--- config.mk ---
export PLATFORM = sky130hd
export DESIGN_NAME = indexed_shift_list
export DESIGN_NICKNAME = d
export VERILOG_FILES = /design/src/design/ils_pkg.sv /design/src/design/indexed_shift_list.sv /design/src/design/ils_cell.sv
export SDC_FILE = /design/constraint.sdc
export NUM_CORES = 2
export LEC_CHECK = 0
export BUFFER_PORTS_ARGS = -buffer_cell sky130_fd_sc_hd__buf_2
export CAP_MARGIN = 25
export CORE_AREA = 2 2 252 254
export CTS_BUF_LIST = sky130_fd_sc_hd__clkbuf_8
export DETAILED_ROUTE_END_ITERATION = 10
export DIE_AREA = 0 0 254 256
export PLACE_DENSITY_LB_ADDON = 0.25
export SLEW_MARGIN = 10
export SYNTH_ARGS = -nofsm -noshare
export SYNTH_HDL_FRONTEND = slang
export SYNTH_SLANG_ARGS = --single-unit
--- constraint.sdc ---
create_clock -name i_clk -period 4.94 [get_ports i_clk]
set_clock_uncertainty 0.1 [all_clocks]
set_input_delay 0.247 -clock i_clk [delete_from_list [all_inputs] [get_ports i_clk]]
set_output_delay 0.247 -clock i_clk [all_outputs]
set_load 0.02 [all_outputs]
--- src/design/ils_pkg.sv ---
// Shared types and constants for the indexed shift list.
`default_nettype none

package ils_pkg;

    // Default number of cells and the capacity after reset.
    localparam int DEPTH_DEFAULT = 16;
    localparam logic [4:0] CAP_RESET = 5'd16;

    // A dump emits at most this many words.
    localparam int RESULT_LIMIT = 16;

    // Width of the index fields broadcast to the cells (covers DEPTH up to 128).
    localparam int CTL_IW = 7;

    localparam logic [1:0] CMD_INSERT = 2'd0;
    localparam logic [1:0] CMD_DELETE = 2'd1;
    localparam logic [1:0] CMD_DUMP   = 2'd2;

    localparam logic [1:0] ST_OK     = 2'd0;
    localparam logic [1:0] ST_FULL   = 2'd1;
    localparam logic [1:0] ST_EMPTY  = 2'd2;
    localparam logic [1:0] ST_BADPOS = 2'd3;

    // Control broadcast from the sequencer to every cell of the chain.
    typedef struct packed {
        logic              ins;
        logic              del;
        logic              rot;
        logic [CTL_IW-1:0] pos;
        logic [CTL_IW-1:0] last;
    } t_cell_ctl;

endpackage

`default_nettype wire

--- src/design/indexed_shift_list.sv ---
// Top level of the indexed shift list: command sequencer and chain of cells.
//
// An ordered list of signed 32-bit words held in a row of DEPTH cells.
// A command is taken at a clock edge where start is high and busy is low.
// Insert (position 0..count) and delete (position 0..count-1) shift the cells
// at and above the position in parallel and produce one word on the result
// ports in the next cycle, so a new command may follow in every cycle.
// Dump rotates the chain toward cell 0 once per cycle and emits the head
// cell as one word per cycle; the taken start first enters the dump state,
// and the head word is then registered onto the result ports.
// A dump keeps busy high while the rotation runs through all count entries,
// so that the list ends in its original order; words past the sixteenth
// are not emitted.
// Each result word is valid for exactly one cycle with o_result_valid; the
// receiver cannot stall it. Failing commands change nothing and report
// full, empty or invalid position in o_status. Reset empties the list;
// cell contents are not cleared. The capacity register (i_cfg_we) resets
// to 16; the user must write it only while idle (the block does not check).
`default_nettype none

module indexed_shift_list
    import ils_pkg::*;
#(
    parameter int DEPTH = DEPTH_DEFAULT
) (
    input  wire logic               i_clk,
    input  wire logic               i_rst_n,
    input  wire logic               start,
    output logic                    busy,
    input  wire logic        [1:0]  i_command,
    input  wire logic        [4:0]  i_position,
    input  wire logic signed [31:0] i_value,
    input  wire logic               i_cfg_we,
    input  wire logic        [4:0]  i_cfg_data,
    output logic                    o_result_valid,
    output logic             [1:0]  o_status,
    output logic signed      [31:0] o_entry_value,
    output logic             [3:0]  o_entry_index,
    output logic             [4:0]  o_used_count,
    output logic                    o_last_result
);

    localparam int CW = $clog2(DEPTH + 1);
    localparam int IW = (DEPTH > 1) ? $clog2(DEPTH) : 1;

    typedef enum logic [1:0] {
        S_IDLE = 2'b01,
        S_DUMP = 2'b10
    } t_state;

    t_state      r_state, n_state;
    logic [CW-1:0] r_count, n_count;
    logic [IW-1:0] r_dcnt, n_dcnt;
    logic [4:0]  r_capacity;

    logic        r_valid, n_valid;
    logic [1:0]  r_status, n_status;
    logic [31:0] r_value, n_value;
    logic [3:0]  r_index, n_index;
    logic [4:0]  r_used, n_used;
    logic        r_last, n_last;

    t_cell_ctl   ctl;
    logic [31:0] cell_q [DEPTH];

    logic        accept;
    logic [7:0]  pos_ext, cnt_ext, usable, dump_n, dcnt_ext;

    assign accept   = start && !busy;
    assign pos_ext  = 8'(i_position);
    assign cnt_ext  = 8'(r_count);
    assign dcnt_ext = 8'(r_dcnt);
    assign usable   = (8'(r_capacity) > 8'(DEPTH)) ? 8'(DEPTH) : 8'(r_capacity);
    assign dump_n   = (cnt_ext > 8'(RESULT_LIMIT)) ? 8'(RESULT_LIMIT) : cnt_ext;

    always_comb begin
        n_state  = r_state;
        n_count  = r_count;
        n_dcnt   = r_dcnt;
        n_valid  = 1'b0;
        n_status = ST_OK;
        n_value  = '0;
        n_index  = '0;
        n_used   = 5'(r_count);
        n_last   = 1'b1;
        ctl      = '0;
        ctl.pos  = CTL_IW'(i_position);
        ctl.last = CTL_IW'(r_count - CW'(1));
        case (r_state)
            S_IDLE: begin
                if (accept) begin
                    n_valid = 1'b1;
                    case (i_command)
                        CMD_INSERT: begin
                            if (cnt_ext >= usable) begin
                                n_status = ST_FULL;
                            end else if (pos_ext > cnt_ext) begin
                                n_status = ST_BADPOS;
                            end else begin
                                ctl.ins = 1'b1;
                                n_count = r_count + CW'(1);
                                n_used  = 5'(r_count + CW'(1));
                            end
                        end
                        CMD_DELETE: begin
                            if (r_count == '0) begin
                                n_status = ST_EMPTY;
                            end else if (pos_ext >= cnt_ext) begin
                                n_status = ST_BADPOS;
                            end else begin
                                ctl.del = 1'b1;
                                n_count = r_count - CW'(1);
                                n_used  = 5'(r_count - CW'(1));
                            end
                        end
                        CMD_DUMP: begin
                            if (r_count == '0) begin
                                n_status = ST_EMPTY;
                            end else begin
                                n_valid = 1'b0;
                                n_dcnt  = '0;
                                n_state = S_DUMP;
                            end
                        end
                        default: begin
                            n_status = ST_BADPOS;
                        end
                    endcase
                end
            end
            S_DUMP: begin
                // Emit the head word while the chain rotates one step.
                ctl.rot = 1'b1;
                n_valid = (dcnt_ext < 8'(RESULT_LIMIT));
                n_value = cell_q[0];
                n_index = 4'(r_dcnt);
                n_last  = (dcnt_ext == dump_n - 8'd1);
                if (dcnt_ext == cnt_ext - 8'd1) begin
                    n_state = S_IDLE;
                end else begin
                    n_dcnt = r_dcnt + IW'(1);
                end
            end
            default: begin
                n_state = S_IDLE;
            end
        endcase
    end

    always_ff @(posedge i_clk) begin
        if (!i_rst_n) begin
            r_state    <= S_IDLE;
            r_count    <= '0;
            r_dcnt     <= '0;
            r_capacity <= CAP_RESET;
            r_valid    <= 1'b0;
        end else begin
            r_state <= n_state;
            r_count <= n_count;
            r_dcnt  <= n_dcnt;
            r_valid <= n_valid;
            if (i_cfg_we) begin
                r_capacity <= i_cfg_data;
            end
        end
    end

    always_ff @(posedge i_clk) begin
        r_status <= n_status;
        r_value  <= n_value;
        r_index  <= n_index;
        r_used   <= n_used;
        r_last   <= n_last;
    end

    genvar g;
    generate
        for (g = 0; g < DEPTH; g++) begin : g_cell
            ils_cell #(
                .IDX(g)
            ) u_cell (
                .i_clk   (i_clk),
                .i_ctl   (ctl),
                .i_load  (i_value),
                .i_left  (cell_q[(g > 0) ? g - 1 : g]),
                .i_right (cell_q[(g < DEPTH - 1) ? g + 1 : g]),
                .i_head  (cell_q[0]),
                .o_word  (cell_q[g])
            );
        end
    endgenerate

    assign busy           = (r_state == S_DUMP);
    assign o_result_valid = r_valid;
    assign o_status       = r_status;
    assign o_entry_value  = r_value;
    assign o_entry_index  = r_index;
    assign o_used_count   = r_used;
    assign o_last_result  = r_last;

    // A failed command always yields a single, final word.
    a_fail_is_last: assert property (@(posedge i_clk) disable iff (!i_rst_n)
        o_result_valid && (o_status != ST_OK) |-> o_last_result)
        else $error("failing status without last mark");

    // The list never holds more entries than there are cells.
    a_count_bound: assert property (@(posedge i_clk) disable iff (!i_rst_n)
        8'(r_count) <= 8'(DEPTH))
        else $error("entry count exceeds depth");

    // The dump walk never runs past the used entries.
    a_dump_range: assert property (@(posedge i_clk) disable iff (!i_rst_n)
        (r_state == S_DUMP) |-> (8'(r_dcnt) < 8'(r_count)))
        else $error("dump index beyond count");

    // The count does not change while a dump is rotating the chain.
    a_dump_count: assert property (@(posedge i_clk) disable iff (!i_rst_n)
        (r_state == S_DUMP) |=> $stable(r_count))
        else $error("count changed during dump");

endmodule

`default_nettype wire

--- src/design/ils_cell.sv ---
// One storage cell of the list: loads, shifts from a neighbor, takes the head word, or holds.
`default_nettype none

module ils_cell
    import ils_pkg::*;
#(
    parameter int IDX = 0
) (
    input  wire logic        i_clk,
    input  wire t_cell_ctl   i_ctl,
    input  wire logic [31:0] i_load,
    input  wire logic [31:0] i_left,
    input  wire logic [31:0] i_right,
    input  wire logic [31:0] i_head,
    output logic      [31:0] o_word
);

    localparam logic [CTL_IW-1:0] ME = CTL_IW'(IDX);

    logic [31:0] r_word;

    always_ff @(posedge i_clk) begin
        if (i_ctl.ins) begin
            if (ME == i_ctl.pos) begin
                r_word <= i_load;
            end else if (ME > i_ctl.pos) begin
                r_word <= i_left;
            end
        end else if (i_ctl.del) begin
            if (ME >= i_ctl.pos) begin
                r_word <= i_right;
            end
        end else if (i_ctl.rot) begin
            // The cell holding the last entry takes the word leaving the head.
            if (ME == i_ctl.last) begin
                r_word <= i_head;
            end else begin
                r_word <= i_right;
            end
        end
    end

    assign o_word = r_word;

endmodule

`default_nettype wire

==> results.ini <==
[outcome]
status=finished clean

[synth]
synth_nets=3110
syn_area_per_cell_um2=11.2
ys.warnings.count=0
synth_commonest_cells=edfxtp_1, mux2i_1, a21oi_1
synthSimpleGateAreaFrac=0.101
synth_top_family_by_area=multiplexers
ys_seq_elements=573
synth-adder-area-share=0.00736
synth_top_cell_by_area=edfxtp_1
synth_cell_types=63
synthArstFlopShare=0
synth-main-ff-cell=edfxtp_1
syn_inst=3042
synth_xor_area_frac=0.00446
synth_edf_count=512
syn-cell-area_um2=34000
muxShareOfSynthArea=0.211
synth_top_area_frac=0.452
synth_most_common_cell=edfxtp_1
synth-compound-area-share=0.138
seq_area_frac_synth=0.488
ys_top_cells_by_area=edfxtp_1, mux2i_1, mux2_2, a21oi_1, a211oi_1

[flow_run]
maxCapViolations=0

[timing]
setup_viol=0
max-slew-margin-rel=0.262
fmax_mhz=233
fin_crit_sh=0.868
post-route-min-period_ns=4.29
worstMarginPinSlew_ns=1.10
hold_viol_final=0
finalSetupTns_ns=0
rsz0062_at_grt=no
slew_violations=0

[critical_path]
r2r_start=r_count[2]
startpoint=r_count[2]
r2r_slack_ns=0.65
worstPathMaxFanout=19
endpoint=g_cell[4].u_cell.o_word[9]
worstRegToRegCells=9
path_class=flip-flop to flip-flop
required_ns=5.26
crit_slowest_cell=o31a_1
worstSetupStartpointType=flip-flop
cp.buffers_inverters=2
cp_cell_sequence=inv_1, ha_1, and3_1, nand3_1, a21boi_1, nor3_1, o31a_1, mux2_2, buf_12
cp.arrival_ns=4.60
r2r_end=g_cell[4].u_cell.o_word[9]
worst_setup_path_end_kind=flip-flop
cp_num_cells=9
critPathMaxStageDelay_ns=0.79
critical-path-top-delay-family=compound AO/OA/AOI/OAI gates

[grt]
grt_max_degree=127
grt_overflow=0
antenna_found_initial=2
grt_pass1_wl_mm=150
grt_usage=0.295
grt_pass1_vias=25247

[cells_and_area]
areaGrowthSynthToFinish_pct=9.71
fin_area_um2=37300
final_layout_size_suffix_gt1_frac=0.189
nets=3089

[die]
core_um2=62400
start_util=0.545
floorplan.die.height_um=256
row_count=92
die_w_um=254
ios=94
fp.dieArea_um2=65000

[clocking]
cts-root-buf=clkbuf_8
cts_sinks=573
path_clk_slew_ns=0.06
clock_latency_ns=0.74
clk_path_buf_depth=3
cts_tree=done
cts_made_buffers=102
post_cts.repair.setup_buffers=0
h-tree-depth=3

[power]
seqPwrFrac=0.517
power_frac_clock=0.421
p_sw_w=0.00255
ir_worst_vdd_mv=0.186
p_sw_frac=0.246
leakage_nw=12.5
cellPowerDensity_nw_per_um2=278
intPower_w=0.00782
pwr-share-comb=0.062

[drt]
wl_met2_mm=45.6
wl_met3_mm=6.87
drtIter0Drc=2828
top_layer=met4
drtAntennaViolNets=0
met1_length_mm=41.2
firstDrtPassIters=6
wl_mm=97.4
remaining_drc_errors=0
wl_per_cell_um=24.6
vias=25514
viasPerCell=6.45

[place]
placed_area_um2=34900
io_buffers=93
place_congestion=0.850
dp_hpwl_mm=58.9

[worst_hold_path]
hold_path_depth=2
worstHoldPathType=input pin to flip-flop

## cells in the final DEF, fill, tap and decap left out, types with 9 or more instances in the layout
| master | count |
|---|---|
| buf_2 | 93 |
| mux2_2 | 230 |
| nor2_1 | 211 |
| nand2_1 | 57 |
| mux2i_1 | 455 |
| dlygate4sd3_1 | 38 |
| a211oi_1 | 224 |
| ha_1 | 19 |
| xnor2_1 | 9 |
| o21ai_0 | 37 |
| dfxtp_1 | 61 |
| edfxtp_1 | 512 |
| buf_4 | 47 |
| buf_12 | 28 |
| and3_1 | 99 |
| clkinv_1 | 12 |
| a21oi_1 | 428 |
| o221a_1 | 30 |
| clkbuf_8 | 121 |
| inv_1 | 58 |
| nand3_1 | 9 |
| nor2b_1 | 132 |
| nand3b_1 | 34 |
| and3_2 | 13 |
| and2_1 | 39 |
## sequential cells by signal (all words and copies together), names as in the netlist
| signal | count |
|---|---|
| g_cell.u_cell.o_word | 512 |
| o_entry_value | 32 |
| o_used_count | 5 |
| r_capacity | 5 |
| r_count | 5 |
| o_entry_index | 4 |
| r_dcnt | 4 |
| o_status | 2 |
| r_state | 2 |
| o_last_result | 1 |
| o_result_valid | 1 |
## layer usage
metal  GRT usage  vias to the layer above
met2       0.471                     1093
li1            -                    11460
met5           0                        -
met3      0.0464                      243
met1       0.401                    12718
met4       0.120                        0
## area by class of cell
type	count	area (um^2)
inverter	12	45.0
clock buffer	121	1670
multi-input combinational	2126	15800
clock inverter	68	322
sequential	573	16600
antenna	4	10.0
tap	846	1060
fill	5157	25100
timing repair buffer	206	1760
## power groups by stage
stage               sequential (W)  clock (W)  combinational (W)
floorplan                  0.00545          0           0.000405
global placement           0.00546          0           0.000587
detailed placement         0.00546          0           0.000605
CTS                        0.00536    0.00441           0.000634
global route               0.00536    0.00461           0.000694
finish                     0.00536    0.00437           0.000646
## logic make-up after synthesis
kind of cell / after synthesis
multiplexers: 686
flip-flops: 573
adder cells (fa/ha/maj): 20
AO/OA/AOI/OAI: 760
AND/OR/NAND/NOR: 646
buffers and inverters: 343
XOR/XNOR: 14
## metrics by stage
stage                     hold WS, ns  instances  total power [W]  utilization  setup WS (ns)
after floorplan                 0.277       3042          0.00585            -          0.384
after global placement          0.366       3724          0.00605        0.559          0.821
after detailed placement        0.388       3724          0.00606        0.559          0.695
after CTS                     0.00207       3951           0.0104        0.597          0.721
after global routing           0.0233       3953           0.0107        0.597          0.344
final                          0.0435       3956           0.0104        0.597          0.650
## repair_timing
item	4_1_cts	5_1_grt
endpoints found under the setup margin	0	0
hold buffers	38	0
hold endpoints to repair	72	0
resized for setup	0	0
## worst min path at each step
| stage | start | to | slack, ns |
|---|---|---|---|
| 2_1_floorplan | i_cfg_data[4] | r_capacity[4] | 0.28 |
| 3_3_place_gp | r_state[1] | r_state[1] | 0.37 |
| 3_5_place_dp | i_cfg_data[4] | r_capacity[4] | 0.39 |
| 4_1_cts | i_value[9] | g_cell[1].u_cell.o_word[9] | 0.002 |
| 5_1_grt | i_value[9] | g_cell[1].u_cell.o_word[9] | 0.02 |
| 6_report | i_value[9] | g_cell[0].u_cell.o_word[9] | 0.04 |
Power figures use the tool's default switching activity.
